`src/hdl/ftsp_pkg.sv`:
```
// Shared types, constants and command codes for the fixed-time signal plan sequencer.
// No dependencies.
package ftsp_pkg;

  localparam int MAX_PLANS_DEF  = 8;
  localparam int MAX_STEPS_DEF  = 16;
  localparam int MAX_PHASES_DEF = 16;
  localparam int MAX_MOVES_DEF  = 16;
  localparam logic [14:0] ID_CEILING = 15'd32767;

  typedef enum logic [2:0] {
    CMD_ADD_PLAN  = 3'd0,
    CMD_ADD_STEP  = 3'd1,
    CMD_ADD_PHASE = 3'd2,
    CMD_ADD_MOVE  = 3'd3,
    CMD_BEGIN     = 3'd4,
    CMD_TICK      = 3'd5,
    CMD_SET_PLAN  = 3'd6,
    CMD_CHECK     = 3'd7
  } cmd_t;

  localparam logic [2:0] ERR_OK       = 3'd0;
  localparam logic [2:0] ERR_NO_PLAN  = 3'd1;
  localparam logic [2:0] ERR_NO_PHASE = 3'd2;
  localparam logic [2:0] ERR_NO_STEP  = 3'd3;
  localparam logic [2:0] ERR_FULL     = 3'd4;

  typedef struct packed {
    logic [2:0]  cmd;
    logic [14:0] plan_value;
    logic [15:0] step_start;
    logic [15:0] step_end;
    logic [3:0]  phase_number;
    logic [9:0]  from_set;
    logic [9:0]  to_set;
  } item_t;

  typedef struct packed {
    logic [3:0]  slot_index;
    logic        allowed;
    logic [2:0]  error;
    logic [2:0]  current_plan;
    logic [3:0]  current_phase;
    logic [4:0]  current_step;
    logic [16:0] countdown;
  } result_t;

  // Controller to datapath commands.
  typedef struct packed {
    logic capture;    // latch the item and run the part that needs no scan or step read
    logic scan_clr;   // zero the scan index
    logic scan_step;  // examine one entry and advance
    logic load_req;   // read the step memory at the current position
    logic load_fin;   // apply the step read
    logic finish;     // drive the result strobe
  } ctl_t;

  // Datapath to controller status.
  typedef struct packed {
    logic need_scan;  // item needs a table scan
    logic need_load;  // item (after scan) needs a step load
    logic scan_done;  // last entry examined this cycle
  } sts_t;

endpackage

```
`src/hdl/ftsp_control.sv`:
```
// Controller state machine of the signal plan sequencer.
// Depends on ftsp_pkg.
module ftsp_control (
  input  logic           clk,
  input  logic           rst,
  input  logic           start,
  output logic           busy,
  output logic           done,
  input  ftsp_pkg::sts_t sts,
  output ftsp_pkg::ctl_t ctl
);
  import ftsp_pkg::*;

  typedef enum logic [5:0] {
    S_IDLE   = 6'b000001,
    S_DECIDE = 6'b000010,
    S_SCAN   = 6'b000100,
    S_READ   = 6'b001000,
    S_APPLY  = 6'b010000,
    S_DONE   = 6'b100000
  } state_t;

  state_t state, state_next;

  always_ff @(posedge clk) begin
    if (rst) begin
      state <= S_IDLE;
    end else begin
      state <= state_next;
    end
  end

  always_comb begin
    state_next = state;
    ctl = '0;
    case (state)
      S_IDLE: begin
        if (start) begin
          ctl.capture = 1'b1;
          ctl.scan_clr = 1'b1;
          state_next = S_DECIDE;
        end
      end
      S_DECIDE: begin
        if (sts.need_scan) state_next = S_SCAN;
        else if (sts.need_load) state_next = S_READ;
        else state_next = S_DONE;
      end
      S_SCAN: begin
        ctl.scan_step = 1'b1;
        if (sts.scan_done) begin
          state_next = sts.need_load ? S_READ : S_DONE;
        end
      end
      S_READ: begin
        ctl.load_req = 1'b1;
        state_next = S_APPLY;
      end
      S_APPLY: begin
        ctl.load_fin = 1'b1;
        state_next = S_DONE;
      end
      S_DONE: begin
        ctl.finish = 1'b1;
        state_next = S_IDLE;
      end
      default: state_next = S_IDLE;
    endcase
  end

  assign busy = (state != S_IDLE);
  assign done = (state == S_DONE);

endmodule
```
`config.mk`:
```
export PLATFORM = sky130hd
export DESIGN_NAME = ftsp_control
export DESIGN_NICKNAME = d
export VERILOG_FILES = /design/src/hdl/ftsp_pkg.sv /design/src/hdl/ftsp_control.sv
export SDC_FILE = /design/constraint.sdc
export NUM_CORES = 1
export LEC_CHECK = 0
export BUFFER_PORTS_ARGS = -buffer_cell sky130_fd_sc_hd__buf_2
export CAP_MARGIN = 20
export CORE_AREA = 2 2 39 41
export DETAILED_ROUTE_END_ITERATION = 6
export DIE_AREA = 0 0 41 43
export GPL_TIMING_DRIVEN = 1
export HOLD_SLACK_MARGIN = 0.06
export MAX_ROUTING_LAYER = met4
export PLACE_DENSITY = 0.53
export SLEW_MARGIN = 25
export SYNTH_ARGS = -nofsm -noshare
export SYNTH_HDL_FRONTEND = slang
export SYNTH_SLANG_ARGS = --single-unit
export TNS_END_PERCENT = 20
```
`constraint.sdc`:
```
create_clock -name clk -period 1.8 [get_ports clk]
set_input_delay 0.18 -clock clk [delete_from_list [all_inputs] [get_ports clk]]
set_output_delay 0.18 -clock clk [all_outputs]
set_load 0.05 [all_outputs]
```
; Word level (Yosys, flattened, before mapping)
; Cells that the tools add are included.
[totals]
reg_bits = 6
input_bits = 6
output_inout_bits = 8
wordCells = 22
[classes]
eq_ne = 9
mux = 11
reduce_logical = 1
[ops]
columns = operator, count
row1 = 6-bit case mux with 5 select lines, 1
row2 = 6-bit two-way mux, 4
row3 = 6-bit by 1-bit == test with 1-bit output (second input constant), 1
row4 = 6-bit by 2-bit == test with 1-bit output (second input constant), 1
row5 = 6-bit by 3-bit == test with 1-bit output (second input constant), 1
row6 = 6-bit by 4-bit == test with 1-bit output (second input constant), 1
row7 = 6-bit by 5-bit == test with 1-bit output (second input constant), 1
row8 = 6-bit == test (second input constant), 1
row9 = 6-bit by 1-bit inequality test with 1-bit output (second input constant), 1
row10 = 1-bit two-way mux, 4
row11 = 2-bit two-way mux, 2
row12 = 2-bit inequality test (second input constant), 2
row13 = 2-bit AND reduction, 1

; Longest topological paths before layout
; Gate-level depths: netlist of the first run.
[logic_depth]
depth_word = 3
ltp_mapped = 5
mapped_depth_nobuf = 4

; Worst setup path after synthesis of the first run
; No wires, ideal clock.
[synth_timing]
path_kind = reg2reg
startpoint = register state[4]
endpoint = register state[4]
setup_ns = 0.081
arrival_ns = 2.103
required_time_ns = 1.719
path_slack_ns = -0.384
path_stages_with_launch = 5
n_path_buf = 1
period_less_slack_ns = 2.184
cell_sequence = dfxtp_1 -> buf_2 -> nor3_1 -> nor3b_1 -> nor3b_1
[synth_between]
elab_chain_cells = 3
elab_cells_between_ends = 9
cone_classes = eq/ne: 7 / mux: 1 / reduce/logical: 1
[synth_lines]
columns = element, line
row1 = start: declaration, ftsp_control.sv:23  ; state_t state, state_next;
row2 = start signal: assignment, ftsp_control.sv:29  ; state <= state_next;
row3 = 6-bit by 3-bit == test with 1-bit output / 6-bit by 1-bit == test with 1-bit output (equally long branches), ftsp_control.sv:36  ; case (state)
row4 = 2-bit inequality test (no line), --
row5 = 2-bit AND reduction (no line), --
; Several ways; a longest one is shown, not always the timed one.
; A chain may end at the register's enable or synchronous reset.

==> results of run 1 <==
[per-stage QoR]
stage / setup WS [ns] / utilization [%]
6_report: 0.04786 / 36.44
5_1_grt: -0.02118 / 36.44
4_1_cts: 0.05129 / 35.80
3_5_place_dp: 0.3142 / 34.18
3_3_place_gp: 0.3715 / 34.18
2_1_floorplan: 0.07556 / -
[placed cells by master (no fill, tap or decap)]
cell	n
nand2_1	2
nor4b_4	1
nor2b_1	1
nor3_1	2
nor4_1	1
nor4b_2	1
xor2_1	1
clkbuf_4	3
nand2b_4	1
and3_1	1
a2111oi_4	1
nor2_1	6
o21ba_2	1
o21ai_0	2
a41oi_1	1
and4bb_1	1
buf_2	13
and4b_1	2
nor3b_1	3
a211oi_1	1
nor3b_2	1
o211a_1	1
o21ai_2	1
nand2b_1	1
dfxtp_1	6
[worst max path at each step]
stage | slack [ns] | end | cells past startpoint | from
after floorplan | 0.08 | ctl[5] | 3 | state[0]
after global placement | 0.37 | ctl[4] | 3 | state[0]
after detailed placement | 0.31 | ctl[4] | 3 | state[0]
after CTS | 0.05 | ctl[4] | 3 | state[0]
after global routing | -0.02 | ctl[5] | 3 | state[0]
final | 0.05 | ctl[4] | 3 | state[0]
[Yosys cell counts, drive strengths merged]
library cell / count
dfxtp: 6
nor2: 6
buf: 4
nor3b: 4
o21ai: 3
and4b: 2
nand2: 2
nand2b: 2
nor3: 2
nor4b: 2
a2111oi: 1
a211oi: 1
a41oi: 1
and3: 1
and4bb: 1
nor2b: 1
nor4: 1
o211a: 1
o21ba: 1
xor2: 1
[power by group]
| group | switching, mW | internal, mW | total, mW |
|---|---|---|---|
| clock | 0.0431 | 0.0750 | 0.118 |
| sequential | 0.0172 | 0.140 | 0.157 |
| combinational | 0.0705 | 0.0397 | 0.110 |
| total | 0.131 | 0.254 | 0.385 |
[layer usage]
layer / GRT usage, % / vias up / routed length [um]
li1: - / 184 / -
met5: - / - / 0
met4: 10.67 / 0 / 21
met1: 14.79 / 180 / 423
met2: 16.56 / 15 / 470
met3: 3.141 / 2 / 47
[cells by family after synthesis]
family,after synthesis,share of synthesized area (%)
flops,6,29.45
buf+inv,4,6.134
simple gates,24,42.03
xor+xnor,1,2.148
compound gates,8,20.25
[worst max-delay path, delay by kind of cell (launching register included)]
| kind | cells | cell delay, ns |
|---|---|---|
| and+or+nand+nor | 2 | 0.56 |
| DFF | 1 | 0.50 |
| buffers and inverters | 1 | 0.27 |
[area by class of cell]
class,count,area [sq um]
Fill cell,151,879.6
Multi-Input combinational cell,33,276.5
Sequential cell,6,120.1
Timing Repair Buffer,13,65.06
Clock buffer,3,22.52
Tap cell,16,20.02
==> results.toml, run 1 <==
[sta]
relSlewSlack_pct = 69.38
timing.setup.tns_ns = 0
setup_viol = 0
fmax_mhz = 570.7
clock-skew-final_ns = 0.001423
slew_violations = 0
finalCriticalPeriod_ns = 1.752
worst_slew_pin_slew_ns = 0.4586
fin_crit_sh_pct = 97.34
final_hold_viol_count = 0
hold_slack_ns = 0.1561

[worst_setup_path]
path_class = "register to primary output"
crit_slowest_cell = "dfxtp_1"
rrSetupSlack_ns = 0.32
timing.rr.end = "state[5]"
crit_fanout = 7
path_cells = "nor4b_4, and3_1, buf_2"
r2r-start = "state[1]"
setup.worst_path.start_class = "register"
arrival_ns = 1.57
rr_worst_depth = 4
endpoint_kind = "primary output"
slowest_delay_ns = 0.50
cp.required_ns = 1.62

[clocking]
numClockSinks = 6
cts_made_buffers = 3
hold_buffers = 0
post-cts-setup-buffers = 0
cts_root_buf = "clkbuf_4"
cts_tree = "done"
path_clk_slew_ns = 0.04
htree_levels = 1
clockBufferDepth = 2
cts_resized = 0
clk_latency_ns = 0.24

[layout]
regMostFlops = "state"
drive_gt1_share_pct = 41.82
largest_reg_flops = 6
postLayoutCellArea_sq_um = 504.2
final_nets = 63
diodes = 0
area_growth_pct = 23.62
fin_cells = 71
reg_top3 = "state x6"

[routing]
routed_wl_um = 963
ant_nets = 0
drtIter0Drc = 8
first_pass_iters = 4
wl_per_cell_um = 13.56
num_vias = 381
viasPerCell = 5.366
drc = 0

[status]
status = "finished clean"

[yosys]
syn_area_sq_um = 407.9
synth-seq-area-share_pct = 29.45
postSynthCellCount = 43
avgSynthCellArea_sq_um = 9.486
synth_top_area_cell = "dfxtp_1"
ys_warn_count = 0
synth.top_cell.area_share_pct = 29.45
synth_nets = 49
synth_area_leaders = "dfxtp_1 29%, nor3b_1 7.4%, nor4b_2 7.4%"
ys_ff_latch = 6
synth_cell_types = 23

[global_routing]
grt_pass1_wl_mm = 1.400
track_usage_pct = 12.45
antenna_found_initial = 0
grt_pass1_vias = 351
overflow = 0
grt_max_degree = 10

[worst_hold_path]
holdCritStartpoint = "rst"
holdPathStages = 2
hp-class = "input port to register"
hold_path_end = "state[2]"

[place]
place_hpwl_um = 668.3
io_buffers = 13
placed_area_sq_um = 473.0
place.gp.congestion = 0.6937
placed_cells = 68

[power_and_ir_drop]
p_leak_nw = 0.2138
vdd_ir_drop_max_mv = 0.2779
power_mw = 0.3852
power_density_mw_per_mm2 = 763.9

[die]
io_pins = 14
die_area_sq_mm = 0.001763
coreArea_sq_mm = 0.001384
die_h_um = 43
core.rowCount = 14
dieWidth_um = 41
start_util_pct = 29.48

[flow_run]
maxCapViolCount = 0
Note: power is estimated with default switching activity, not from simulation.
==> run 2: changes to the inputs <==
- PLACE_DENSITY: 0.53 -> default
- PLACE_DENSITY_LB_ADDON: default -> 0.25
- RECOVER_POWER: default -> 25
==> results.toml, run 2 (same netlist as run 1, synthesis figures left out) <==
[layout]
regMostFlops = "state"
largest_reg_flops = 6
mostFrequentLayoutCells = "13 x buf_2, 6 x nor2_1, 6 x dfxtp_1"
fin_cells = 71
nFillCells = 146
reg_top3 = "state x6"
diodes = 0
final_nets = 63
final_common_cell = "buf_2"
area_growth_pct = 22.70
drive_gt1_share_pct = 40.00

[sta]
final_hold_viol_count = 0
setup_viol = 0
timing.setup.tns_ns = 0
setup_slack_ns = 0.1308
finalCriticalPeriod_ns = 1.669
rsz0062_at_grt = "no"
fin_crit_sh_pct = 92.73
fmax_mhz = 599.1
worst_slew_pin_slew_ns = 0.4318
clock-skew-final_ns = 0.002405
slew_violations = 0
relSlewSlack_pct = 71.17

[worst_setup_path]
rr_worst_depth = 4
arrival_ns = 1.49
crit_fanout = 7
path_class = "register to primary output"
setup.worst_path.start_class = "register"
endpoint_kind = "primary output"
timing.rr.end = "state[5]"
cp.required_ns = 1.62
rrSetupSlack_ns = 0.31
r2r-start = "state[1]"
crit_path_start = "state[0]"
crit_path_end = "ctl[5]"

[clocking]
cts_resized = 0
htree_levels = 1
cts_made_buffers = 3
clockBufferDepth = 2
post-cts-setup-buffers = 0
path_clk_slew_ns = 0.05
numClockSinks = 6
cts_root_buf = "clkbuf_4"
hold_buffers = 0
clk_latency_ns = 0.24
cts_tree = "done"

[global_routing]
grt_pass1_wl_mm = 1.352
track_usage_pct = 12.07
grt_max_degree = 10
overflow = 0
antenna_found_initial = 0
grt_pass1_vias = 331

[die]
die_h_um = 43
core.rowCount = 14
io_pins = 14
dieWidth_um = 41
coreArea_sq_mm = 0.001384
die_area_sq_mm = 0.001763
start_util_pct = 29.48

[status]
status = "finished clean"

[routing]
wl_per_cell_um = 11.66
drc = 0
routed_wl_um = 828
first_pass_iters = 3
viasPerCell = 4.930
drtIter0Drc = 8
num_vias = 350
wl_met1_um = 390
ant_nets = 0
wl_met3_um = 19
routed-wl-met2_um = 403
highest_layer = "met4"

[place]
pre_cts_ws_ns = 0.3299
place_hpwl_um = 666.5
placed_cells = 68
io_buffers = 13
place.gp.congestion = 0.6569

[power_and_ir_drop]
p_leak_nw = 0.2130
power_density_mw_per_mm2 = 766.9
vdd_ir_drop_max_mv = 0.2966

[flow_run]
maxCapViolCount = 0

[worst_hold_path]
holdPathStages = 2
hp-class = "input port to register"
run 2: changes by cell type in the layout (fill, tap and decap cells not counted):
| cell | delta |
|---|---|
| o21ai_0 | +1 |
| o21ai_2 | -1 |
run 2: how the worst min path moves through the flow:
| stage | slack, ns | to | from |
|---|---|---|---|
| floorplan | 0.25 | state[2] | rst |
| global placement | 0.40 | state[2] | rst |
| detailed placement | 0.41 | state[2] | rst |
| CTS | 0.15 | state[2] | rst |
| global route | 0.14 | state[2] | rst |
| finish | 0.15 | state[2] | rst |
run 2: layer usage:
metal	vias up	GRT usage (%)
met2	4	15.94
met4	0	10.00
li1	183	-
met3	2	3.141
met5	-	-
met1	161	14.61
run 2: per-stage QoR:
stage	instance area [sq um]	total power [mW]	hold WS, ns	utilization (%)
global route	500.5	0.4100	0.1397	36.17
finish	500.5	0.3838	0.1533	36.17
global placement	473.0	0.2614	0.4050	34.18
CTS	495.5	0.3861	0.1491	35.80
detailed placement	473.0	0.2629	0.4052	34.18
floorplan	412.9	0.2421	0.2524	-
run 2: critical path: stages (launching register included):
cell and delay [ns]:
dfxtp_1 0.47, nor4b_4 0.29, and3_1 0.22, buf_2 0.27
run 2: area by class of cell:
class / count / area (sq um) / share of cell area [%]
flip-flops and latches: 6 / 120.1 / 24.00
repair buffers: 13 / 65.06 / 13.00
multi-input cells: 33 / 272.8 / 54.50
well taps: 16 / 20.02 / 4.000
clock buffers: 3 / 22.52 / 4.500
run 2: power breakdown:
group	leakage, nW	total [mW]	internal (mW)	switching, mW
Combinational	0.150	0.106	0.0385	0.0675
Sequential	0.0488	0.155	0.139	0.0158
Clock	0.0138	0.123	0.0753	0.0472
Total	0.213	0.384	0.253	0.130
